[config.mk]
export PLATFORM = sky130hd
export DESIGN_NAME = http_url_host_port_parser_top
export DESIGN_NICKNAME = d
export VERILOG_FILES = /design/src/design/hup_pkg.sv /design/src/design/http_url_host_port_parser_top.sv
export SDC_FILE = /design/constraint.sdc
export NUM_CORES = 1
export LEC_CHECK = 0
export BUFFER_PORTS_ARGS = -buffer_cell sky130_fd_sc_hd__buf_2
export CORE_ASPECT_RATIO = 1.4
export CORE_MARGIN = 2
export CORE_UTILIZATION = 50
export DETAILED_ROUTE_END_ITERATION = 8
export HOLD_SLACK_MARGIN = 0.03
export PLACE_DENSITY = 0.7
export REMOVE_ABC_BUFFERS = 1
export SYNTH_ARGS = -nofsm -noshare
export SYNTH_HDL_FRONTEND = slang
export SYNTH_SLANG_ARGS = --single-unit
[constraint.sdc]
create_clock -name clk -period 5 [get_ports clk]
set_input_delay 0.5 -clock clk [delete_from_list [all_inputs] [get_ports clk]]
set_output_delay 0.5 -clock clk [all_outputs]
set_load 0.05 [all_outputs]
[src/design/hup_pkg.sv]
// shared types and character constants for the http url host/port parser
// no dependencies; imported by http_url_host_port_parser_top
package hup_pkg;

	// result item kinds
	localparam logic [1:0] KIND_HOST  = 2'd0;
	localparam logic [1:0] KIND_PATH  = 2'd1;
	localparam logic [1:0] KIND_FINAL = 2'd2;

	// summary status codes
	localparam logic [1:0] ST_OK         = 2'd0;
	localparam logic [1:0] ST_BAD_SCHEME = 2'd1;
	localparam logic [1:0] ST_BAD_HOST   = 2'd2;
	localparam logic [1:0] ST_BAD_PORT   = 2'd3;

	// characters
	localparam logic [7:0] CH_H      = "h";
	localparam logic [7:0] CH_T      = "t";
	localparam logic [7:0] CH_P      = "p";
	localparam logic [7:0] CH_S      = "s";
	localparam logic [7:0] CH_COLON  = ":";
	localparam logic [7:0] CH_SLASH  = "/";
	localparam logic [7:0] CH_DOT    = ".";
	localparam logic [7:0] CH_DASH   = "-";
	localparam logic [7:0] CH_0      = "0";
	localparam logic [7:0] CH_9      = "9";
	localparam logic [7:0] CH_LA     = "a";
	localparam logic [7:0] CH_LZ     = "z";
	localparam logic [7:0] CH_UA     = "A";
	localparam logic [7:0] CH_UZ     = "Z";
	localparam logic [7:0] CASE_STEP = 8'd32;

	localparam logic [15:0] PORT_HTTP  = 16'd80;
	localparam logic [15:0] PORT_HTTPS = 16'd443;
	localparam logic [2:0]  HOST_MIN   = 3'd4;

	// one result item as held in the output buffer
	typedef struct packed {
		logic [1:0]  kind;
		logic [7:0]  text;
		logic [1:0]  status;
		logic        secure;
		logic        port_given;
		logic [15:0] port_num;
		logic        path_given;
		logic        run_end;
	} res_t;

endpackage

[src/design/http_url_host_port_parser_top.sv]
// http/https url parser: streams host and path bytes, then a summary item
// depends on hup_pkg
//
// usage: url bytes enter on the in channel (url_byte, final_byte) under in_valid/in_ready,
// final_byte marking the last byte of a url. results leave on the out channel under
// out_valid/out_ready: host bytes (lower case), path bytes, and one summary item per url
// carrying status, scheme, port and path flags; run_end marks the last result of a byte.
// an accepted byte is held in the input register, parsed there, and its results
// (none to three) load a three-slot output buffer; the first result is visible the
// cycle after the load. throughput is one byte per cycle while each byte yields at most
// one result and out_ready stays high; a byte with results waits in the input register
// until the buffer is empty or its last item is leaving, the single output port draining
// it one item per cycle while out_ready is high. bytes with no result never wait on it.
// when the receiver stalls the buffer fills and in_ready falls; nothing is dropped.
// after the final byte the parser returns to its reset state for the next url.
// reset (arst_n low) empties both registers and puts the parser in scheme matching.
module http_url_host_port_parser_top (
	input  logic        clk,
	input  logic        arst_n,
	input  logic        in_valid,
	output logic        in_ready,
	input  logic [7:0]  url_byte,
	input  logic        final_byte,
	output logic        out_valid,
	input  logic        out_ready,
	output logic [1:0]  item_kind,
	output logic [7:0]  text_byte,
	output logic [1:0]  status,
	output logic        secure_scheme,
	output logic        port_given,
	output logic [15:0] port_number,
	output logic        path_given,
	output logic        run_end
);
	import hup_pkg::*;

	typedef enum logic [2:0] {
		PH_SCHEME,
		PH_HOST,
		PH_PORT,
		PH_PATH,
		PH_IGNORE
	} phase_t;

	// input register
	logic       valid_s1;
	logic [7:0] byte_s1;
	logic       final_s1;

	// parser state
	phase_t      phase_q, n_phase;
	logic [2:0]  spos_q, n_spos;
	logic        secure_q, n_secure;
	logic        dot_ok_q, n_dot_ok;
	logic        seen_dot_q, n_seen_dot;
	logic [2:0]  hcount_q, n_hcount;
	logic [15:0] port_q, n_port;
	logic        pdigit_q, n_pdigit;
	logic        povf_q, n_povf;
	logic        slash_q, n_slash;
	logic        path_q, n_path;
	logic [1:0]  err_q, n_err;

	// output buffer, slot 0 is presented
	res_t       slot_q [3];
	logic [1:0] cnt_q;

	res_t       res [3];
	logic [1:0] nres;
	logic [7:0] lc;
	logic       is_alnum;
	logic       is_digit;
	logic [19:0] pv;
	logic       host_bad;
	logic       port_bad;
	logic       given;
	logic       ok;

	logic out_acc, in_acc, room, take, load;

	always_comb begin
		n_phase    = phase_q;
		n_spos     = spos_q;
		n_secure   = secure_q;
		n_dot_ok   = dot_ok_q;
		n_seen_dot = seen_dot_q;
		n_hcount   = hcount_q;
		n_port     = port_q;
		n_pdigit   = pdigit_q;
		n_povf     = povf_q;
		n_slash    = slash_q;
		n_path     = path_q;
		n_err      = err_q;
		res        = '{default: '0};
		nres       = 2'd0;
		ok         = 1'b0;
		host_bad   = 1'b0;
		port_bad   = 1'b0;
		given      = 1'b0;

		lc = (byte_s1 >= CH_UA && byte_s1 <= CH_UZ) ? byte_s1 + CASE_STEP : byte_s1;
		is_digit = byte_s1 >= CH_0 && byte_s1 <= CH_9;
		is_alnum = is_digit || (byte_s1 >= CH_LA && byte_s1 <= CH_LZ) ||
			(byte_s1 >= CH_UA && byte_s1 <= CH_UZ) || byte_s1 == CH_DASH;
		pv = 20'(port_q) * 20'd10 + 20'(byte_s1 - CH_0);

		unique case (phase_q)
			PH_SCHEME: begin
				unique case (spos_q)
					3'd0: begin ok = lc == CH_H; n_spos = 3'd1; end
					3'd1: begin ok = lc == CH_T; n_spos = 3'd2; end
					3'd2: begin ok = lc == CH_T; n_spos = 3'd3; end
					3'd3: begin ok = lc == CH_P; n_spos = 3'd4; end
					3'd4: begin
						if (lc == CH_S) begin
							n_secure = 1'b1;
							n_spos   = 3'd5;
							ok       = 1'b1;
						end else begin
							ok     = byte_s1 == CH_COLON;
							n_spos = 3'd6;
						end
					end
					3'd5: begin ok = byte_s1 == CH_COLON; n_spos = 3'd6; end
					3'd6: begin ok = byte_s1 == CH_SLASH; n_spos = 3'd7; end
					default: begin
						ok = byte_s1 == CH_SLASH;
						if (ok) n_phase = PH_HOST;
					end
				endcase
				if (!ok) begin
					n_spos  = spos_q;
					n_err   = ST_BAD_SCHEME;
					n_phase = PH_IGNORE;
				end
			end
			PH_HOST: begin
				if (is_alnum) begin
					res[nres].kind = KIND_HOST;
					res[nres].text = lc;
					nres = nres + 2'd1;
					n_dot_ok = 1'b1;
					if (hcount_q < HOST_MIN) n_hcount = hcount_q + 3'd1;
				end else if (byte_s1 == CH_DOT && dot_ok_q) begin
					res[nres].kind = KIND_HOST;
					res[nres].text = byte_s1;
					nres = nres + 2'd1;
					n_seen_dot = 1'b1;
					n_dot_ok   = 1'b0;
					if (hcount_q < HOST_MIN) n_hcount = hcount_q + 3'd1;
				end else begin
					host_bad = hcount_q < HOST_MIN || !seen_dot_q || !dot_ok_q;
					if (host_bad) begin
						n_err   = ST_BAD_HOST;
						n_phase = PH_IGNORE;
					end else if (byte_s1 == CH_COLON) begin
						n_phase = PH_PORT;
					end else if (byte_s1 == CH_SLASH) begin
						n_slash = 1'b1;
						n_phase = PH_PATH;
					end else begin
						n_phase = PH_IGNORE;
					end
				end
			end
			PH_PORT: begin
				if (is_digit) begin
					n_pdigit = 1'b1;
					if (povf_q || (|pv[19:16])) n_povf = 1'b1;
					else n_port = pv[15:0];
				end else if (!pdigit_q || povf_q) begin
					n_err   = ST_BAD_PORT;
					n_phase = PH_IGNORE;
				end else if (byte_s1 == CH_SLASH) begin
					n_slash = 1'b1;
					n_phase = PH_PATH;
				end else begin
					n_phase = PH_IGNORE;
				end
			end
			PH_PATH: begin
				if (slash_q) begin
					res[nres].kind = KIND_PATH;
					res[nres].text = CH_SLASH;
					nres = nres + 2'd1;
					n_slash = 1'b0;
					n_path  = 1'b1;
				end
				res[nres].kind = KIND_PATH;
				res[nres].text = byte_s1;
				nres = nres + 2'd1;
			end
			default: ;
		endcase

		if (final_s1) begin
			// close whatever phase the url ended in
			if (n_phase == PH_SCHEME) begin
				n_err = ST_BAD_SCHEME;
			end else if (n_phase == PH_HOST) begin
				if (n_hcount < HOST_MIN || !n_seen_dot || !n_dot_ok) n_err = ST_BAD_HOST;
			end else if (n_phase == PH_PORT) begin
				port_bad = !n_pdigit || n_povf;
				if (port_bad) n_err = ST_BAD_PORT;
			end
			given = n_pdigit && !n_povf && !(n_port == PORT_HTTP && !n_secure) &&
				!(n_port == PORT_HTTPS && n_secure);
			res[nres].kind   = KIND_FINAL;
			res[nres].status = n_err;
			if (n_err == ST_OK) begin
				res[nres].secure     = n_secure;
				res[nres].port_given = given;
				res[nres].port_num   = given ? n_port : 16'd0;
				res[nres].path_given = n_path;
			end
			nres = nres + 2'd1;

			n_phase    = PH_SCHEME;
			n_spos     = 3'd0;
			n_secure   = 1'b0;
			n_dot_ok   = 1'b0;
			n_seen_dot = 1'b0;
			n_hcount   = 3'd0;
			n_port     = 16'd0;
			n_pdigit   = 1'b0;
			n_povf     = 1'b0;
			n_slash    = 1'b0;
			n_path     = 1'b0;
			n_err      = ST_OK;
		end

		if (nres != 2'd0) res[nres - 2'd1].run_end = 1'b1;
	end

	assign out_valid = cnt_q != 2'd0;
	assign out_acc   = out_valid && out_ready;
	// the buffer takes a new batch only once it is empty or about to be
	assign room      = cnt_q == 2'd0 || (cnt_q == 2'd1 && out_acc);
	assign take      = valid_s1 && (nres == 2'd0 || room);
	assign load      = take && nres != 2'd0;
	assign in_ready  = !valid_s1 || take;
	assign in_acc    = in_valid && in_ready;

	always_ff @(posedge clk or negedge arst_n) begin
		if (!arst_n) begin
			valid_s1   <= 1'b0;
			cnt_q      <= 2'd0;
			phase_q    <= PH_SCHEME;
			spos_q     <= 3'd0;
			secure_q   <= 1'b0;
			dot_ok_q   <= 1'b0;
			seen_dot_q <= 1'b0;
			hcount_q   <= 3'd0;
			port_q     <= 16'd0;
			pdigit_q   <= 1'b0;
			povf_q     <= 1'b0;
			slash_q    <= 1'b0;
			path_q     <= 1'b0;
			err_q      <= ST_OK;
		end else begin
			if (in_acc) valid_s1 <= 1'b1;
			else if (take) valid_s1 <= 1'b0;
			cnt_q <= cnt_q - {1'b0, out_acc} + (load ? nres : 2'd0);
			if (take) begin
				phase_q    <= n_phase;
				spos_q     <= n_spos;
				secure_q   <= n_secure;
				dot_ok_q   <= n_dot_ok;
				seen_dot_q <= n_seen_dot;
				hcount_q   <= n_hcount;
				port_q     <= n_port;
				pdigit_q   <= n_pdigit;
				povf_q     <= n_povf;
				slash_q    <= n_slash;
				path_q     <= n_path;
				err_q      <= n_err;
			end
		end
	end

	always_ff @(posedge clk) begin
		if (in_acc) begin
			byte_s1  <= url_byte;
			final_s1 <= final_byte;
		end
		if (load) begin
			slot_q <= res;
		end else if (out_acc) begin
			slot_q[0] <= slot_q[1];
			slot_q[1] <= slot_q[2];
		end
	end

	assign item_kind     = slot_q[0].kind;
	assign text_byte     = slot_q[0].text;
	assign status        = slot_q[0].status;
	assign secure_scheme = slot_q[0].secure;
	assign port_given    = slot_q[0].port_given;
	assign port_number   = slot_q[0].port_num;
	assign path_given    = slot_q[0].path_given;
	assign run_end       = slot_q[0].run_end;

`ifndef NO_ASSERTIONS
	a_final_ends_run: assert property (@(posedge clk) disable iff (!arst_n)
		out_valid && item_kind == KIND_FINAL |-> run_end)
		else $error("summary item without run_end");

	a_load_into_empty: assert property (@(posedge clk) disable iff (!arst_n)
		load |-> cnt_q == 2'd0 || (cnt_q == 2'd1 && out_acc))
		else $error("result batch loaded over pending results");

	a_text_items_clean: assert property (@(posedge clk) disable iff (!arst_n)
		out_valid && item_kind != KIND_FINAL |-> status == ST_OK && !port_given &&
			port_number == 16'd0 && !path_given && !secure_scheme)
		else $error("summary fields set on a text item");
`endif

endmodule
# After elaboration in Yosys (flattened, before gate mapping)
# Cells that the tools add are included.
# word_totals
register_bits,142
latch_bits,0
ram_bits,0
romBits,0
inputBits,13
output_inout_bits,34
elab_cells,278
n_memories,0
# classes
addsub,9
n_mul,1
div_mod_pow,0
n_lt_le_gt_ge,14
eq_ne,28
shifts,0
n_mux,123
bitwise,3
reduce_logical,60
# ops
op,count
bitwise mux 96 bit,9
demux 32 bit (select 2 bit),9
2-to-1 mux 96 bit,3
2-to-1 mux 64 bit,2
2-to-1 mux 86 bit,1
2-to-1 mux 16 bit,5
2-to-1 mux 32 bit,2
2-to-1 mux 3 bit,19
2-to-1 mux 1 bit,38
2-to-1 mux 2 bit,18
== test 8 x 6 -> 1 bit (second input constant),4
== test 8 x 7 -> 1 bit (second input constant),4
2-to-1 mux 30 bit,1
2-to-1 mux 8 bit,3
2-to-1 mux 22 bit,1
one-hot mux 3 bit (7 select lines),1
adder 20 bit,1
2-to-1 mux 20 bit,1
one-hot mux 10 bit (2 select lines),1
multiplier 16 x 3 -> 19 bit (second input constant),1
2-to-1 mux 19 bit,1
2-to-1 mux 18 bit,1
!= test 3 bit (second input constant),6
logical AND 1 bit,17
40 further kinds,89

# Depth between registers and ports, before layout
# logic_depth
word_depth,24
depth_mapped,25
mapped_depth_nobuf,22

# Least setup slack after synthesis
# No wires, ideal clock.
# synth_timing
path_type,reg-to-reg
start,register byte_s1[4]
end,register slot_q (netlist bit item_kind[0]) (enable)
t_arrival_ns,4.528
required_time_ns,4.305
setup_slack_ns,-0.223
stages_incl_launch_ff,17
synth_period_minus_slack_ns,5.223
cell_sequence,edfxtp_1 > inv_1 > ha_1 > nand3_1 > nor2_1 > nand3_1 > nand3_4 > nand2_1 > o21ai_1 > inv_1 > ha_1 > or4b_2 > o21ai_0 > inv_1 > o211ai_2 > clkbuf_1 > nand2b_1
# synth_via
elab_chain_cells,14
elab_cells_between_ends,26
cone_classes,add/sub: 1; order compare: 6; eq/ne: 2; mux: 4; reduce/logical: 13
# synth_rtl
element,line_no,source
from (decl),http_url_host_port_parser_top.sv:47,logic [7:0] byte_s1;
from (signal assigned),http_url_host_port_parser_top.sv:283,byte_s1 <= url_byte;
>= comparator 8 x 6 -> 1 bit (tied with other cells),http_url_host_port_parser_top.sv:102,is_digit = byte_s1 >= CH_0 && byte_s1 <= CH_9;
"logical AND 1 bit, on equally long branches","http_url_host_port_parser_top.sv:102, http_url_host_port_parser_top.sv:103",
logical OR 1 bit (2 in series),http_url_host_port_parser_top.sv:103,is_alnum = is_digit || (byte_s1 >= CH_LA && byte_s1 <= CH_LZ) ||
logical OR 1 bit,http_url_host_port_parser_top.sv:104,(byte_s1 >= CH_UA && byte_s1 <= CH_UZ) || byte_s1 == CH_DASH;
2-to-1 mux 1 bit *,http_url_host_port_parser_top.sv:138,if (is_alnum) begin
one-hot mux 2 bit (2 select lines) *,http_url_host_port_parser_top.sv:107,unique case (phase_q)
adder 2 x 1 -> 2 bit,http_url_host_port_parser_top.sv:216,nres = nres + 2'd1;
2-to-1 mux 2 bit *,http_url_host_port_parser_top.sv:196,if (final_s1) begin
zero test 2 bit,http_url_host_port_parser_top.sv:239,assign take = valid_s1 && (nres == 2'd0 || room);
logical OR 1 bit,http_url_host_port_parser_top.sv:239,
logical AND 1 bit,http_url_host_port_parser_top.sv:239,
logical AND 1 bit *,http_url_host_port_parser_top.sv:240,assign load = take && nres != 2'd0;
nonzero test 2 bit (no line) *,--,
to (signal assigned),http_url_host_port_parser_top.sv:287,slot_q <= res;
to (decl),http_url_host_port_parser_top.sv:65,res_t slot_q [3];
# Every way passes the cells marked *; elsewhere a longest branch is shown, timed or not.
# A chain may end at the register's enable or synchronous reset.

# Worst setup path after layout
# layout_timing
start,register port_q[1]
end,register slot_q (netlist bit port_number[5]) (data pin)
# layout_via
elab_chain_cells,20
elab_cells_between_ends,35
cone_classes,add/sub: 1; mul: 1; eq/ne: 2; mux: 19; reduce/logical: 12
# layout_rtl
element,line_no,source
from (decl),http_url_host_port_parser_top.sv:57,"logic [15:0] port_q, n_port;"
from (signal assigned),http_url_host_port_parser_top.sv:271,port_q <= n_port;
multiplier 16 x 3 -> 19 bit,http_url_host_port_parser_top.sv:105,pv = 20'(port_q) * 20'd10 + 20'(byte_s1 - CH_0);
adder 20 bit,http_url_host_port_parser_top.sv:105,
OR reduction 4 bit,http_url_host_port_parser_top.sv:169,if (povf_q || (|pv[19:16])) n_povf = 1'b1;
logical OR 1 bit,http_url_host_port_parser_top.sv:169,
2-to-1 mux 16 bit,http_url_host_port_parser_top.sv:169,
2-to-1 mux 16 bit,http_url_host_port_parser_top.sv:167,if (is_digit) begin
2-to-1 mux 16 bit,http_url_host_port_parser_top.sv:107,
== test 16 x 7 -> 1 bit,http_url_host_port_parser_top.sv:206,given = n_pdigit && !n_povf && !(n_port == PORT_HTTP && !n_secure) &&
(+4 left out),--,
2-to-1 mux 16 bit,http_url_host_port_parser_top.sv:213,res[nres].port_num = given ? n_port : 16'd0;
bitwise mux 96 bit,http_url_host_port_parser_top.sv:213,
bitwise mux 96 bit,http_url_host_port_parser_top.sv:214,res[nres].path_given = n_path;
2-to-1 mux 96 bit *,http_url_host_port_parser_top.sv:210,if (n_err == ST_OK) begin
2-to-1 mux 96 bit *,http_url_host_port_parser_top.sv:196,
bitwise mux 96 bit,http_url_host_port_parser_top.sv:232,if (nres != 2'd0) res[nres - 2'd1].run_end = 1'b1;
2-to-1 mux 96 bit *,http_url_host_port_parser_top.sv:232,
2-to-1 mux 64 bit *,http_url_host_port_parser_top.sv:286,if (load) begin
# Every way passes the cells marked *; elsewhere a longest branch is shown, timed or not. The select of a mux whose other input is x is not followed.

==> metrics.csv <==
metric,value,unit
Mapped Area,0.008966,mm^2
GRT met1 Usage,0.3063,
vias in the first global route,7217,
Synth top area share,0.3215,
initial antenna violation count,0,
r2r setup slk,0.02,ns
fin util,0.6180,
Place WS,-0.1213,ns
area delta synth->final,20.44,%
total grt overflow,0,
crit path from,port_q[1]$_DFFE_PN0P_,
first-pass GRT wire length,36170,um
Slew Limit Fails,0,
Required @ worst endpoint,5.16,ns
Slew HR,0.3480,
CP Class,reg2reg,
reg2reg end,port_number[5]$_DFFE_PP_,
post-synthesis average cell area,9.704,um^2
Crit. End Element,flip-flop,
diode count,0,
CP dominant cell by count,a21oi_2,
Reg-to-Reg Start,port_q[1]$_DFFE_PN0P_,
crit path buf inv count,3,
"count leader, synth",nand2_1,
vias per cell,5.893,
GRT Max-Usage Layer,met2,
startpoint types,flip-flop,
RSZ-0062 raised after global routing,true,
Tightest Pin Transition,0.9780,ns
Core Box Area,0.01747,mm^2
post-synthesis sequential area ratio,0.4248,
Initial DRT Pass Iterations,6,
total wire length,22750,um
Leak Pwr,4.515,nW
CTS buffer count,17,
Ys Warns,0,
most common library cells after synthesis,"nand2_1, edfxtp_1, o21ai_0",
DIE AREA,0.01903,mm^2
TNS Setup,0,ns
I/O pin count,47,
Layout Nets,1102,
Max Cap Viol,0,
reg2reg path depth,23,
DP Cell Count,1231,
DRT iter0 DRCs,780,
arrival time worst endpoint,5.14,ns
via count,7514,
Die W,117.2,um
status,completed,
Top delay family on crit path,compound AO/OA/AOI/OAI gates,
placer congestion estimate,0.9485,
CP max FO,10,
Worst-Skew Late Latency,0.42,ns
Final ANT Viol Nets,0,
Most used DFF post-synth,edfxtp_1,
footprint of the multi-input gates,0.004977,mm^2
starting density of the core,0.5131,
TritonCTS Sinks,133,
"area leader, netlist",edfxtp_1,
Hold Crit Class,in2async,
fin cells,1275,
placed wire-length estimate,16460,um
"slowest stage delay, CP",0.41,ns
number of synthesized flops with an enable pin,96,
ratio of cells with drive above 1 in the final layout,0.2647,
PortBufs,46,
Post-Syn Instances,924,
H-tree Lvls,4,
GRT Total Usage,0.2437,
"Async S/R FF share, synth",0.2782,
power per cell area,367.3,mW/mm^2
Synth cell types,87,
final period utilization,0.9956,
Area contributors post-synth,"edfxtp_1, dfrtp_1, ha_1, nand2_1, o21ai_0",
post-synthesis sequential element count,133,
clock transition at the registers of the reported paths,0.07,ns
Rows,57,
DRC viols,0,
fin crit period,4.978,ns
CTS tree,done,
crit-path cells,ha_1 > ha_2 > fa_2 > a21o_1 > a21oi_2 > o21bai_1 > a21oi_2 > o21bai_4 > a21oi_2 > xnor2_2 > ha_1 > and3_1 > nand2_1 > o21ai_2 > buf_4 > a31oi_2 > or3_4 > and2_1 > and3b_2 > buf_12 > mux2i_1 > buf_4 > o21ai_2,
Final WS setup,0.02189,ns
clk_skew,0.008865,ns
Hold Fails Final Rpt,0,
met2 usage,0.4130,
Die Span Y,162.4,um
wire per inst,17.85,um
fillers,1410,
Setup Viol. Count Final,0,
Max Root-Sink Buffers,2,
Reg area,0.003809,mm^2
worst hold slack,0.2255,ns
CTS root buf,clkbuf_16,
largest net degree at the start of global routing,62,
slowest CP cell,or3_4,
fmax,200.9,MHz
M3 GR Usage,0.04094,
maximum vdd ir drop,267.2,uV
## report_power, final
part	internal [mW]	switching, mW	total (mW)
combinational	0.331	0.835	1.17
sequential	1.50	0.102	1.60
clock	0.657	0.544	1.20
## metrics by stage
| step | cell area (um^2) | power [mW] |
|---|---|---|
| 3_3_place_gp | 9832 | 2.737 |
| 6_report | 10800 | 3.967 |
| 4_1_cts | 10440 | 3.953 |
| 2_1_floorplan | 8589 | 2.461 |
| 3_5_place_dp | 9832 | 2.758 |
| 5_1_grt | 10800 | 4.159 |
## cell families after synthesis
logic type	after synthesis	share of synthesized area
simple gates	309	0.1722
mux	19	0.02135
compound gates	273	0.2063
xor+xnor	32	0.03126
flops	133	0.4248
fa+ha+maj	63	0.08959
buf+inv	95	0.05456
## flip-flops by register name, indices dropped and copies added, names as in the netlist, 2 cells and up
register     cells
spos_q           3
hcount_q         3
text_byte        8
err_q            2
byte_s1          8
status           2
item_kind        2
cnt_q            2
slot_q          55
port_number     16
phase_q          3
port_q          16
## layer usage
| metal | vias to the layer above | routed length [um] |
|---|---|---|
| li1 | 3603 | - |
| met1 | 3576 | 9323 |
| met2 | 278 | 11530 |
| met3 | 57 | 1187 |
| met4 | 0 | 709 |
| met5 | - | 0 |
## layout make-up
class | count | share of cell area
tap | 236 | 0.02734
multi-input combinational | 696 | 0.4609
sequential | 133 | 0.3527
timing repair buffer | 148 | 0.09663
clock inverter | 15 | 0.01263
inverter | 30 | 0.01043
clock buffer | 17 | 0.03939
## worst max-delay path by stage
| stage | endpoint | cells past startpoint |
|---|---|---|
| 2_1_floorplan | item_kind[0]$_DFFE_PP_ | 14 |
| 3_3_place_gp | port_number[4]$_DFFE_PP_ | 23 |
| 3_5_place_dp | port_number[4]$_DFFE_PP_ | 23 |
| 4_1_cts | port_number[4]$_DFFE_PP_ | 23 |
| 5_1_grt | port_number[8]$_DFFE_PP_ | 24 |
| 6_report | port_number[5]$_DFFE_PP_ | 23 |
## repair_timing
item,CTS,global route
setup buffers,0,11
hold buffers,0,0
pin swaps,2,12
endpoints found under the setup margin,58,79
cloned,0,1
resized for setup,11,75
## cells in the final DEF, fill, tap and decap left out, types with 15 or more instances in the layout
cell type and count:
nor3_1 16, ha_1 58, o21ai_0 50, buf_2 46, edfxtp_1 96, o21ai_1 29
xnor2_1 22, clkbuf_16 17, buf_4 94, nor2_1 51, nand2_1 117, a21oi_1 45
nand3_1 15, inv_1 27, dfrtp_1 37
(Power assumes the default switching activity.)
